## config.mk

```make
export PLATFORM = sky130hd
export DESIGN_NAME = bcd_time_to_led_frame_flat
export DESIGN_NICKNAME = d
export VERILOG_FILES = /design/src/rtl/btlf_pkg.sv /design/src/rtl/btlf_in_if.sv /design/src/rtl/btlf_out_if.sv /design/src/rtl/btlf_ctrl.sv /design/src/rtl/btlf_dp.sv /design/src/rtl/bcd_time_to_led_frame.sv /design/src/flat_wrapper.sv
export SDC_FILE = /design/constraint.sdc
export NUM_CORES = 1
export LEC_CHECK = 0
export BUFFER_PORTS_ARGS = -buffer_cell sky130_fd_sc_hd__buf_2
export CAP_MARGIN = 20
export CORE_ASPECT_RATIO = 1.5
export CORE_MARGIN = 2
export CORE_UTILIZATION = 40
export DETAILED_ROUTE_END_ITERATION = 8
export PLACE_DENSITY = 0.66
export SLEW_MARGIN = 30
export SYNTH_ARGS = -nofsm -noshare
export SYNTH_HDL_FRONTEND = slang
export SYNTH_HIERARCHICAL = 1
export SYNTH_SLANG_ARGS = --single-unit
```

## constraint.sdc

```tcl
create_clock -name i_clk -period 3.8 [get_ports i_clk]
set_input_delay 0.95 -clock i_clk [delete_from_list [all_inputs] [get_ports i_clk]]
set_output_delay 0.95 -clock i_clk [all_outputs]
set_load 0.05 [all_outputs]
```

## src/rtl/btlf_pkg.sv

```systemverilog
package btlf_pkg;

    localparam int TIME_LEDS  = 20;
    localparam int IDX_W      = 6;
    localparam int LEVEL_W    = 8;
    localparam int CFG_IDX_W  = 1;
    localparam int CFG_DATA_W = 8;

    localparam logic [CFG_IDX_W-1:0] REG_INTENSITY = 1'b0;
    localparam logic [CFG_IDX_W-1:0] REG_TEST_MODE = 1'b1;

    localparam logic [LEVEL_W-1:0] INTENSITY_RST = 8'd16;
    localparam logic [LEVEL_W-1:0] TEST_LEVEL    = 8'h10;
    localparam logic [4:0]         TEST_TICKS    = 5'd20;

    localparam logic [4:0] HOUR_MAX   = 5'd23;
    localparam logic [5:0] MINSEC_MAX = 6'd59;

    // last LED of the red (hours) and green (minutes) groups
    localparam logic [IDX_W-1:0] RED_LAST   = 6'd5;
    localparam logic [IDX_W-1:0] GREEN_LAST = 6'd12;

    typedef enum logic [1:0] {
        COL_NONE,
        COL_BLUE,
        COL_GREEN,
        COL_RED
    } t_colour;

    typedef struct packed {
        logic tick;
        logic load;
    } t_dp_cmd;

    typedef struct packed {
        logic last;
    } t_dp_sts;

    // binary 0..59 to packed BCD {tens, units}
    function automatic logic [7:0] bin_to_bcd(input logic [5:0] v);
        logic [3:0] tens;
        logic [5:0] units;
        if (v >= 6'd50) begin
            tens  = 4'd5;
            units = v - 6'd50;
        end else if (v >= 6'd40) begin
            tens  = 4'd4;
            units = v - 6'd40;
        end else if (v >= 6'd30) begin
            tens  = 4'd3;
            units = v - 6'd30;
        end else if (v >= 6'd20) begin
            tens  = 4'd2;
            units = v - 6'd20;
        end else if (v >= 6'd10) begin
            tens  = 4'd1;
            units = v - 6'd10;
        end else begin
            tens  = 4'd0;
            units = v;
        end
        return {tens, units[3:0]};
    endfunction

endpackage

```

## src/rtl/btlf_in_if.sv

```systemverilog
interface btlf_in_if;
    logic       valid;
    logic       ready;
    logic [4:0] hour_value;
    logic [5:0] minute_value;
    logic [5:0] second_value;

    modport source (
        output valid, hour_value, minute_value, second_value,
        input  ready
    );
    modport sink (
        input  valid, hour_value, minute_value, second_value,
        output ready
    );
endinterface

```

## src/rtl/btlf_out_if.sv

```systemverilog
interface btlf_out_if;
    logic       valid;
    logic       ready;
    logic [5:0] led_index;
    logic [7:0] green_level;
    logic [7:0] red_level;
    logic [7:0] blue_level;
    logic       frame_end;

    modport source (
        output valid, led_index, green_level, red_level, blue_level, frame_end,
        input  ready
    );
    modport sink (
        input  valid, led_index, green_level, red_level, blue_level, frame_end,
        output ready
    );
endinterface

```

## src/rtl/btlf_ctrl.sv

```systemverilog
module btlf_ctrl (
    input  logic               i_clk,
    input  logic               i_rst_n,
    input  logic               i_in_valid,
    output logic               o_in_ready,
    output logic               o_out_valid,
    input  logic               i_out_ready,
    output btlf_pkg::t_dp_cmd  o_cmd,
    input  btlf_pkg::t_dp_sts  i_sts
);

    typedef enum logic {
        S_IDLE,
        S_EMIT
    } t_state;

    t_state r_state;
    logic   r_out_valid;

    always_comb begin
        o_in_ready = (r_state == S_IDLE);
        o_cmd.tick = i_in_valid && (r_state == S_IDLE);
        o_cmd.load = (r_state == S_EMIT) && (!r_out_valid || i_out_ready);
    end

    assign o_out_valid = r_out_valid;

    always_ff @(posedge i_clk) begin
        if (!i_rst_n) begin
            r_state     <= S_IDLE;
            r_out_valid <= 1'b0;
        end else begin
            unique case (r_state)
                S_IDLE: begin
                    if (i_out_ready) r_out_valid <= 1'b0;
                    if (i_in_valid) r_state <= S_EMIT;
                end
                S_EMIT: begin
                    if (o_cmd.load) begin
                        r_out_valid <= 1'b1;
                        if (i_sts.last) r_state <= S_IDLE;
                    end
                end
                default: r_state <= S_IDLE;
            endcase
        end
    end

endmodule

```

## src/rtl/btlf_dp.sv

```systemverilog
module btlf_dp #(
    parameter int unsigned LED_COUNT = 20
) (
    input  logic                                i_clk,
    input  logic                                i_rst_n,
    input  logic                                i_cfg_we,
    input  logic [btlf_pkg::CFG_IDX_W-1:0]      i_cfg_idx,
    input  logic [btlf_pkg::CFG_DATA_W-1:0]     i_cfg_data,
    input  logic [4:0]                          i_hour_value,
    input  logic [5:0]                          i_minute_value,
    input  logic [5:0]                          i_second_value,
    input  btlf_pkg::t_dp_cmd                   i_cmd,
    output btlf_pkg::t_dp_sts                   o_sts,
    output logic [btlf_pkg::IDX_W-1:0]          o_led_index,
    output logic [btlf_pkg::LEVEL_W-1:0]        o_green_level,
    output logic [btlf_pkg::LEVEL_W-1:0]        o_red_level,
    output logic [btlf_pkg::LEVEL_W-1:0]        o_blue_level,
    output logic                                o_frame_end
);

    localparam logic [btlf_pkg::IDX_W-1:0] LAST_IDX = btlf_pkg::IDX_W'(LED_COUNT - 1);

    // Frame store, held compactly: one fill colour shared by every LED, and the
    // on/off pattern of the time LEDs with the level they were driven at.
    logic [btlf_pkg::LEVEL_W-1:0]   r_intensity;
    logic                           r_test_mode;
    logic                           r_was_test;
    logic [4:0]                     r_ticks;
    logic [1:0]                     r_phase;
    btlf_pkg::t_colour              r_base;
    logic                           r_driven;
    logic [btlf_pkg::LEVEL_W-1:0]   r_level;
    logic [btlf_pkg::TIME_LEDS-1:0] r_bits;
    logic [btlf_pkg::IDX_W-1:0]     r_idx;

    logic [4:0]                     n_ticks;
    logic [1:0]                     n_phase;
    btlf_pkg::t_colour              n_base;
    logic                           n_driven;
    logic [btlf_pkg::LEVEL_W-1:0]   n_level;
    logic [btlf_pkg::TIME_LEDS-1:0] n_bits;

    logic [4:0]                     w_hour;
    logic [5:0]                     w_minute;
    logic [5:0]                     w_second;
    logic [7:0]                     w_hour_bcd;
    logic [7:0]                     w_minute_bcd;
    logic [7:0]                     w_second_bcd;
    logic [4:0]                     w_ticks_inc;

    logic [btlf_pkg::TIME_LEDS-1:0] w_bits_sh;
    logic [btlf_pkg::LEVEL_W-1:0]   w_lit;
    logic [btlf_pkg::LEVEL_W-1:0]   w_green;
    logic [btlf_pkg::LEVEL_W-1:0]   w_red;
    logic [btlf_pkg::LEVEL_W-1:0]   w_blue;

    always_comb begin
        w_hour   = (i_hour_value > btlf_pkg::HOUR_MAX) ? btlf_pkg::HOUR_MAX : i_hour_value;
        w_minute = (i_minute_value > btlf_pkg::MINSEC_MAX) ? btlf_pkg::MINSEC_MAX
                                                           : i_minute_value;
        w_second = (i_second_value > btlf_pkg::MINSEC_MAX) ? btlf_pkg::MINSEC_MAX
                                                           : i_second_value;
        w_hour_bcd   = btlf_pkg::bin_to_bcd({1'b0, w_hour});
        w_minute_bcd = btlf_pkg::bin_to_bcd(w_minute);
        w_second_bcd = btlf_pkg::bin_to_bcd(w_second);
        w_ticks_inc  = r_ticks + 5'd1;

        n_ticks  = r_ticks;
        n_phase  = r_phase;
        n_base   = r_base;
        n_driven = r_driven;
        n_level  = r_level;
        n_bits   = r_bits;

        if (r_test_mode) begin
            if (w_ticks_inc >= btlf_pkg::TEST_TICKS) begin
                n_ticks  = 5'd0;
                n_driven = 1'b0;
                case (r_phase)
                    2'd0: begin
                        n_base  = btlf_pkg::COL_BLUE;
                        n_phase = 2'd1;
                    end
                    2'd1: begin
                        n_base  = btlf_pkg::COL_GREEN;
                        n_phase = 2'd2;
                    end
                    default: begin
                        n_base  = btlf_pkg::COL_RED;
                        n_phase = 2'd0;
                    end
                endcase
            end else begin
                n_ticks = w_ticks_inc;
            end
        end else begin
            // wipe the test colour on the first time tick after test mode
            if (r_was_test) n_base = btlf_pkg::COL_NONE;
            n_driven = 1'b1;
            n_level  = r_intensity;
            // LED 0 at the right end
            n_bits   = {w_second_bcd[3:0], w_second_bcd[6:4],
                        w_minute_bcd[3:0], w_minute_bcd[6:4],
                        w_hour_bcd[3:0],   w_hour_bcd[5:4]};
        end
    end

    always_ff @(posedge i_clk) begin
        if (!i_rst_n) begin
            r_intensity <= btlf_pkg::INTENSITY_RST;
            r_test_mode <= 1'b0;
            r_was_test  <= 1'b0;
            r_ticks     <= 5'd0;
            r_phase     <= 2'd0;
            r_base      <= btlf_pkg::COL_NONE;
            r_driven    <= 1'b0;
            r_level     <= '0;
            r_bits      <= '0;
            r_idx       <= '0;
        end else begin
            if (i_cfg_we) begin
                unique case (i_cfg_idx)
                    btlf_pkg::REG_INTENSITY: begin
                        if (i_cfg_data != '0) r_intensity <= i_cfg_data;
                    end
                    btlf_pkg::REG_TEST_MODE: r_test_mode <= i_cfg_data[0];
                    default: ;
                endcase
            end
            if (i_cmd.tick) begin
                r_ticks    <= n_ticks;
                r_phase    <= n_phase;
                r_base     <= n_base;
                r_driven   <= n_driven;
                r_level    <= n_level;
                r_bits     <= n_bits;
                r_was_test <= r_test_mode;
                r_idx      <= '0;
            end else if (i_cmd.load) begin
                r_idx <= r_idx + 6'd1;
            end
        end
    end

    assign o_sts.last = (r_idx == LAST_IDX);

    // colour of the LED at r_idx
    always_comb begin
        w_bits_sh = r_bits >> r_idx;
        w_lit     = w_bits_sh[0] ? r_level : '0;
        w_green   = (r_base == btlf_pkg::COL_GREEN) ? btlf_pkg::TEST_LEVEL : '0;
        w_red     = (r_base == btlf_pkg::COL_RED)   ? btlf_pkg::TEST_LEVEL : '0;
        w_blue    = (r_base == btlf_pkg::COL_BLUE)  ? btlf_pkg::TEST_LEVEL : '0;
        if (r_driven && (r_idx < btlf_pkg::IDX_W'(btlf_pkg::TIME_LEDS))) begin
            if (r_idx <= btlf_pkg::RED_LAST) begin
                w_red = w_lit;
            end else if (r_idx <= btlf_pkg::GREEN_LAST) begin
                w_green = w_lit;
            end else begin
                w_blue = w_lit;
            end
        end
    end

    // output beat register
    always_ff @(posedge i_clk) begin
        if (i_cmd.load) begin
            o_led_index   <= r_idx;
            o_green_level <= w_green;
            o_red_level   <= w_red;
            o_blue_level  <= w_blue;
            o_frame_end   <= o_sts.last;
        end
    end

endmodule

```

## src/rtl/bcd_time_to_led_frame.sv

```systemverilog
// A time item is taken while the block is idle; the controller then enters its
// emit state and loads the first LED beat into the output register; with a free
// sink the frame then streams one beat per cycle.
// No new item is taken until the last beat of the frame is loaded: the block takes
// the item and updates the store, then sends one beat per LED; a sink stall holds it.
// Reset (synchronous, active low): intensity 16, test mode off, LED store dark.
module bcd_time_to_led_frame #(
    parameter int unsigned LED_COUNT = 20
) (
    input  logic                              i_clk,
    input  logic                              i_rst_n,
    input  logic                              i_cfg_we,
    input  logic [btlf_pkg::CFG_IDX_W-1:0]    i_cfg_idx,
    input  logic [btlf_pkg::CFG_DATA_W-1:0]   i_cfg_data,
    btlf_in_if.sink                           i_in,
    btlf_out_if.source                        o_out
);

    btlf_pkg::t_dp_cmd w_cmd;
    btlf_pkg::t_dp_sts w_sts;

    btlf_ctrl u_ctrl (
        .i_clk       (i_clk),
        .i_rst_n     (i_rst_n),
        .i_in_valid  (i_in.valid),
        .o_in_ready  (i_in.ready),
        .o_out_valid (o_out.valid),
        .i_out_ready (o_out.ready),
        .o_cmd       (w_cmd),
        .i_sts       (w_sts)
    );

    btlf_dp #(
        .LED_COUNT (LED_COUNT)
    ) u_dp (
        .i_clk          (i_clk),
        .i_rst_n        (i_rst_n),
        .i_cfg_we       (i_cfg_we),
        .i_cfg_idx      (i_cfg_idx),
        .i_cfg_data     (i_cfg_data),
        .i_hour_value   (i_in.hour_value),
        .i_minute_value (i_in.minute_value),
        .i_second_value (i_in.second_value),
        .i_cmd          (w_cmd),
        .o_sts          (w_sts),
        .o_led_index    (o_out.led_index),
        .o_green_level  (o_out.green_level),
        .o_red_level    (o_out.red_level),
        .o_blue_level   (o_out.blue_level),
        .o_frame_end    (o_out.frame_end)
    );

    // no new item while a frame is still streaming; the last beat may still wait
    a_busy_mid_frame: assert property (@(posedge i_clk) disable iff (!i_rst_n)
        (o_out.valid && o_out.ready && !o_out.frame_end) |=>
        (!i_in.ready || o_out.frame_end))
        else $error("item taken in the middle of a frame");

    // beats of a frame come in string order without gaps
    a_index_step: assert property (@(posedge i_clk) disable iff (!i_rst_n)
        (o_out.valid && o_out.ready && !o_out.frame_end) |=>
        (o_out.valid && o_out.led_index == 6'($past(o_out.led_index) + 6'd1)))
        else $error("LED index did not advance by one");

    // frame end marks exactly the last LED
    a_frame_end: assert property (@(posedge i_clk) disable iff (!i_rst_n)
        o_out.valid |->
        (o_out.frame_end == (o_out.led_index == btlf_pkg::IDX_W'(LED_COUNT - 1))))
        else $error("frame end flag misplaced");

    // a new item only starts when no beat but the last of the previous frame is pending
    a_clean_start: assert property (@(posedge i_clk) disable iff (!i_rst_n)
        (i_in.valid && i_in.ready) |-> (!o_out.valid || o_out.frame_end))
        else $error("item taken with a frame pending");

endmodule
```

## src/flat_wrapper.sv

```systemverilog
// flat-port wrapper written by rule: the top's interface ports become plain ports
module bcd_time_to_led_frame_flat 
#(
    parameter int unsigned LED_COUNT = 20
)
  (i_clk, i_rst_n, i_cfg_we, i_cfg_idx, i_cfg_data, i_in_valid, i_in_hour_value, i_in_minute_value, i_in_second_value, i_in_ready, o_out_valid, o_out_led_index, o_out_green_level, o_out_red_level, o_out_blue_level, o_out_frame_end, o_out_ready);
  btlf_in_if i_in_i ();
  btlf_out_if o_out_i ();
  input  logic i_clk;
  input  logic i_rst_n;
  input  logic i_cfg_we;
  input  logic [btlf_pkg::CFG_IDX_W-1:0] i_cfg_idx;
  input  logic [btlf_pkg::CFG_DATA_W-1:0] i_cfg_data;
  input wire logic [$bits(i_in_i.valid)-1:0] i_in_valid;
  input wire logic [$bits(i_in_i.hour_value)-1:0] i_in_hour_value;
  input wire logic [$bits(i_in_i.minute_value)-1:0] i_in_minute_value;
  input wire logic [$bits(i_in_i.second_value)-1:0] i_in_second_value;
  output wire logic [$bits(i_in_i.ready)-1:0] i_in_ready;
  output wire logic [$bits(o_out_i.valid)-1:0] o_out_valid;
  output wire logic [$bits(o_out_i.led_index)-1:0] o_out_led_index;
  output wire logic [$bits(o_out_i.green_level)-1:0] o_out_green_level;
  output wire logic [$bits(o_out_i.red_level)-1:0] o_out_red_level;
  output wire logic [$bits(o_out_i.blue_level)-1:0] o_out_blue_level;
  output wire logic [$bits(o_out_i.frame_end)-1:0] o_out_frame_end;
  input wire logic [$bits(o_out_i.ready)-1:0] o_out_ready;
  assign i_in_i.valid = i_in_valid;
  assign i_in_i.hour_value = i_in_hour_value;
  assign i_in_i.minute_value = i_in_minute_value;
  assign i_in_i.second_value = i_in_second_value;
  assign i_in_ready = i_in_i.ready;
  assign o_out_valid = o_out_i.valid;
  assign o_out_led_index = o_out_i.led_index;
  assign o_out_green_level = o_out_i.green_level;
  assign o_out_red_level = o_out_i.red_level;
  assign o_out_blue_level = o_out_i.blue_level;
  assign o_out_frame_end = o_out_i.frame_end;
  assign o_out_i.ready = o_out_ready;
  bcd_time_to_led_frame #(.LED_COUNT(LED_COUNT)) u_core (.i_clk(i_clk), .i_rst_n(i_rst_n), .i_cfg_we(i_cfg_we), .i_cfg_idx(i_cfg_idx), .i_cfg_data(i_cfg_data), .i_in(i_in_i), .o_out(o_out_i));
endmodule
```

==> flow_summary.ini, run 1 <==
[routing]
drc = 0
first_pass_iters = 5
top_layer = met4
drt-vias-per-instance = 5.21
wl_met1_microns = 3870
ant_nets = 0
drt_iter0_drc = 225
wl_met3_microns = 360
wl_per_cell_microns = 12.8
totalWireLength_microns = 8990
vias = 3661
wl_met2_microns = 4570

[sta]
setup_viol = 0
fmax_mhz = 388
rsz0062_at_grt = no
final.setup.tns_ns = 0
post-route-min-period_ns = 2.58
relSlewSlack_pct = 46.0
maxSlewViolCount = 0
hold_violations = 0
tightest_slew_ns = 0.810
whs_ns = 0.470
fin_crit_sh_pct = 67.9
setup_ws_ns = 1.22
skew_ns = 0.00720

[worst_setup_path]
slowest_stage = o31ai_1
cp-end-kind = register
rr_worst_depth = 8
crit_chain = buf_2 > nand2_1 > nand2_1 > ha_1 > nor3b_1 > o31ai_1 > inv_1 > o21ai_0 > o211ai_1 > o211a_1
crit_path_start_kind = input pin
critical_path_class = input pin to register
r2r_start = u_core/u_dp/r_idx[1]
crit_arrival_ns = 2.80
required_ns = 4.02
cp_common_cell = nand2_1
reg2reg_slack_ns = 1.44
crit_path_max_incr_delay_ns = 0.53
regToRegEndpoint = u_core/u_dp/o_blue_level[2]
startpoint = i_in_hour_value[3]
path_max_fanout = 6

[cts]
numCtsBuffers = 9
clock_latency_ns = 0.34
cts_sinks = 87
clockBufferDepth = 2
clk_pin_slew_ns = 0.06
post_cts_buffers = 0
cts_resized = 0
root_buffer = clkbuf_16
postCtsHoldBufs = 0
h-tree-depth = 3
tritoncts = done

[global_routing]
grtUsageTotal_pct = 15.0
antenna_found_initial = 0
grt-ovfl-total = 0
grt_pass1_wl_microns = 15000
grt_max_degree = 56
first_global_vias = 3345

[logic_synthesis]
synth_nets = 548
synthCells = 502
synth_warnings = 6
synth_top_area_share_pct = 24.8
ys_seq_area_share_pct = 45.3
async_flop_share_pct = 0
synth_area_per_cell_sq_um = 9.02
synth_cell_types = 59
synth_edf_count = 31
synth_area_sq_mm = 0.00453
ys.flop_type = dfxtp_1
yosys.area.top_type = dfxtp_1
synth.most_common_cell = nand2_1
synth-seq-cells = 87
synthTopCellsByArea = dfxtp_1 25%, edfxtp_1 21%, nand2_1 4.9%
synthTopCellsByCount = 59 x nand2_1, 56 x dfxtp_1, 38 x a21oi_1

[hold_path]
hold_class = register to register
hold_start = u_core/u_dp/r_intensity[1]
hold_path_end = u_core/u_dp/r_level[1]
whs_path_depth = 2

[finish]
fin_area_sq_mm = 0.00527
n_antenna_cell = 0
fin_util_pct = 47.6
syn2layout_area_growth_pct = 16.2
stdcell_count = 703
num-nets-final = 597
drive_gt1_share_pct = 17.4

[die]
dieArea_sq_mm = 0.0122
start_util_pct = 41.0
dieWidth_microns = 90.9
core_region_area_sq_mm = 0.0111
chipHeight_microns = 134
io_pins = 64
rows = 47

[power_and_ir_drop]
powerDensity_mw_per_mm2 = 427
totalPowerFinal_mw = 2.25
irDropWorstVdd_mv = 0.243
cellLeakagePower_nw = 2.09

[run_status]
status = finished, final reports clean

[placed_design]
placed_area_sq_mm = 0.00495
pre_cts_ws_ns = 0.859
io_buffers = 63
place_hpwl_microns = 6440
place_inst = 687
place.gp.congestion = 0.822

[job]
cap_violations = 0
## logic make-up after synthesis
| kind of cell | Yosys count | share of synthesized area (%) |
|---|---|---|
| and+or+nand+nor | 191 | 21.5 |
| AOI/OAI and AO/OA | 133 | 18.5 |
| DFF | 87 | 45.3 |
| buffers and inverters | 48 | 4.17 |
| muxes | 20 | 4.75 |
| adders and majority gates | 15 | 4.14 |
| xor gates and xnor gates | 8 | 1.55 |
## placed cells by master, fill, tap and decap left out, types with 9 or more instances in the layout
| cell type | synthesis | routed |
|---|---|---|
| nor3_1 | 9 | 9 |
| nand2b_1 | 15 | 14 |
| inv_1 | 18 | 18 |
| ha_1 | 15 | 15 |
| o21ai_0 | 32 | 32 |
| and2_1 | 25 | 25 |
| nand3_1 | 13 | 13 |
| mux2i_1 | 17 | 17 |
| buf_2 | 1 | 63 |
| edfxtp_1 | 31 | 31 |
| nand2_1 | 59 | 59 |
| a21boi_0 | 16 | 16 |
| dfxtp_1 | 56 | 56 |
| clkbuf_16 | 0 | 9 |
| nor2b_1 | 19 | 18 |
| nor2_1 | 27 | 27 |
| a21oi_1 | 38 | 38 |
## how the worst max path moves through the flow
stage	to	slack (ns)
after floorplan	u_core/u_dp/r_bits[17]	1.19
after global placement	u_core/u_dp/r_bits[3]	1.03
after detailed placement	u_core/u_dp/r_bits[3]	0.86
after CTS	u_core/u_dp/r_bits[3]	1.22
after global routing	u_core/u_dp/r_bits[3]	1.02
final	u_core/u_dp/r_bits[3]	1.22
## where the power goes
group | internal, mW | switching, mW | total, mW
Clock | 0.574 | 0.341 | 0.915
Combinational | 0.103 | 0.199 | 0.302
Sequential | 1.01 | 0.0228 | 1.03
## metal layers
layer,global-route usage (%),vias to the layer above
li1,-,1873
met1,17.1,1676
met2,27.1,97
met3,2.47,15
met4,7.07,0
met5,0,-
## state kept, by name (all words and copies together) (netlist names), 5 cells and up
| name | flops |
|---|---|
| u_core/u_dp/o_blue_level | 8 |
| u_core/u_dp/o_green_level | 8 |
| u_core/u_dp/o_led_index | 6 |
| u_core/u_dp/o_red_level | 8 |
| u_core/u_dp/r_bits | 20 |
| u_core/u_dp/r_idx | 6 |
| u_core/u_dp/r_intensity | 8 |
| u_core/u_dp/r_level | 8 |
| u_core/u_dp/r_ticks | 5 |
## cell type report
class,instances,area [sq um]
clock buffer,10,229
timing repair buffer,68,353
sequential,87,2050
fill,1089,5790
tap,147,184
clock inverter,6,86.3
inverter,18,67.6
multi-input combinational,367,2290
## critical path: cells and delay by family
kind,cells,cell delay [ns]
AOI/OAI and AO/OA,4,1.11
and+or+nand+nor,3,0.32
buffers and inverters,2,0.22
adders and majority gates,1,0.20
No activity file was read; power rests on OpenSTA's default activity.
==> inputs of run 2 (changes only) <==
==> constraint.sdc (replaced) <==
create_clock -name i_clk -period 2.65 [get_ports i_clk]
set_input_delay 0.6625 -clock i_clk [delete_from_list [all_inputs] [get_ports i_clk]]
set_output_delay 0.6625 -clock i_clk [all_outputs]
set_load 0.05 [all_outputs]
==> run 2 against run 1 <==
- non-clock buffer count rose by 6
- critical path type unchanged
- hold slack worse by 0.0015 ns
- worst setup slack got worse by 0.84 ns
- utilization is 0.15 points higher
- global-route usage is 0.17 points higher
- critical path depth unchanged
==> flow_summary.ini, run 2 (synthesis results as in run 1) <==
[finish]
stdcell_count = 709
largest_reg_flops = 20
regArea_sq_mm = 0.00205
layout_common_cells = 63 x buf_2, 59 x nand2_1, 56 x dfxtp_1, 38 x a21oi_1, 32 x o21ai_0
fillCellCount = 1104
layout_commonest_cell = buf_2
multi_input_area_sq_mm = 0.00229
num-nets-final = 603
syn2layout_area_growth_pct = 16.6
top_register = u_core/u_dp/r_bits
n_antenna_cell = 0
drive_gt1_share_pct = 18.3

[cts]
numCtsBuffers = 9
root_buffer = clkbuf_16
cts_sinks = 87
post_cts_buffers = 0
clock_latency_ns = 0.34
h-tree-depth = 3
clockBufferDepth = 2
postCtsHoldBufs = 0
tritoncts = done
clk_pin_slew_ns = 0.07
cts_resized = 0

[worst_setup_path]
crit_arrival_ns = 2.49
path_max_fanout = 14
required_ns = 2.87
reg2reg_slack_ns = 0.48
crit_path_start_kind = input pin
critical_path_class = input pin to register
rr_worst_depth = 7
cp-end-kind = register

[placed_design]
io_buffers = 63
place_inst = 693
place.gp.congestion = 0.899
place_hpwl_microns = 6590

[hold_path]
hold_class = register to register
whs_path_depth = 2

[global_routing]
grtUsageTotal_pct = 15.1
grt-ovfl-total = 0
grt_max_degree = 35
first_global_vias = 3471
grt_pass1_wl_microns = 15300
antenna_found_initial = 0

[sta]
relSlewSlack_pct = 55.8
skew_ns = 0.0115
final.setup.tns_ns = 0
maxSlewViolCount = 0
rsz0062_at_grt = no
hold_violations = 0
fmax_mhz = 440
fin_crit_sh_pct = 85.7
tightest_slew_ns = 0.664
whs_ns = 0.468
setup_viol = 0
post-route-min-period_ns = 2.27

[die]
io_pins = 64
core_region_area_sq_mm = 0.0111
start_util_pct = 41.0
chipHeight_microns = 134
dieArea_sq_mm = 0.0122
dieWidth_microns = 90.9
rows = 47

[job]
cap_violations = 0

[routing]
drc = 0
totalWireLength_microns = 9010
ant_nets = 0
wl_per_cell_microns = 12.7
first_pass_iters = 4
drt-vias-per-instance = 5.21
vias = 3694
drt_iter0_drc = 211

[power_and_ir_drop]
powerDensity_mw_per_mm2 = 588
irDropWorstVdd_mv = 0.328
cellLeakagePower_nw = 2.10

[run_status]
status = finished, final reports clean
[run 2: changes by cell type in the layout (fill, tap and decap cells not counted)]
cell        delta
clkinvlp_4     +1
buf_4          +6
clkbuf_8       +1
bufinv_16      -2
clkbuf_1       -1
nand2b_2       -1
clkinv_2       -2
nand2b_1       +1
inv_6          +3
[run 2: worst max-delay path, stage by stage]
cell and delay, ns:
buf_2 0.17, nand4_1 0.16, nand2_1 0.11, ha_1 0.22, nor2b_1 0.15, o311ai_0 0.43, a21oi_1 0.13, a21oi_1 0.23
xnor2_1 0.15, a21oi_1 0.08
[run 2: final timing paths]
check,from,to
worst max register to register,u_core/u_dp/r_idx[0],u_core/u_dp/o_blue_level[2]
worst min register to register,u_core/u_dp/r_intensity[1],u_core/u_dp/r_level[1]
worst max-delay path,i_in_second_value[2],u_core/u_dp/r_bits[17]
worst min-delay path,u_core/u_dp/r_intensity[1],u_core/u_dp/r_level[1]
[run 2: cell type report]
class / count / area share (%)
sequential: 87 / 38.9
clock buffer: 10 / 4.52
timing repair buffer: 74 / 7.53
multi-input combinational: 367 / 43.4
clock inverter: 6 / 0.948
inverter: 18 / 1.28
tap: 147 / 3.48
[run 2: routing by layer]
metal | GRT usage, % | share of wire, % | up-vias
met3 | 2.58 | 3.4 | 14
met2 | 27.9 | 52 | 85
met4 | 6.73 | 1.8 | 0
li1 | - | - | 1883
met5 | 0 | 0 | -
met1 | 17.0 | 42 | 1712
[run 2: through the flow]
step | utilization, % | cell area [sq um] | setup WS [ns] | total power [mW]
after floorplan | - | 4530 | 0.330 | 1.82
after global placement | 45.2 | 4990 | 0.182 | 1.94
after detailed placement | 45.2 | 4990 | 0.0775 | 1.95
after CTS | 47.8 | 5280 | 0.435 | 3.14
after global routing | 47.8 | 5280 | 0.168 | 3.23
final | 47.8 | 5280 | 0.379 | 3.11
[run 2: where the power goes]
group          total [mW]  switching, mW  internal, mW
logic               0.445          0.291         0.154
clock network        1.19          0.518         0.671
registers            1.47         0.0287          1.45
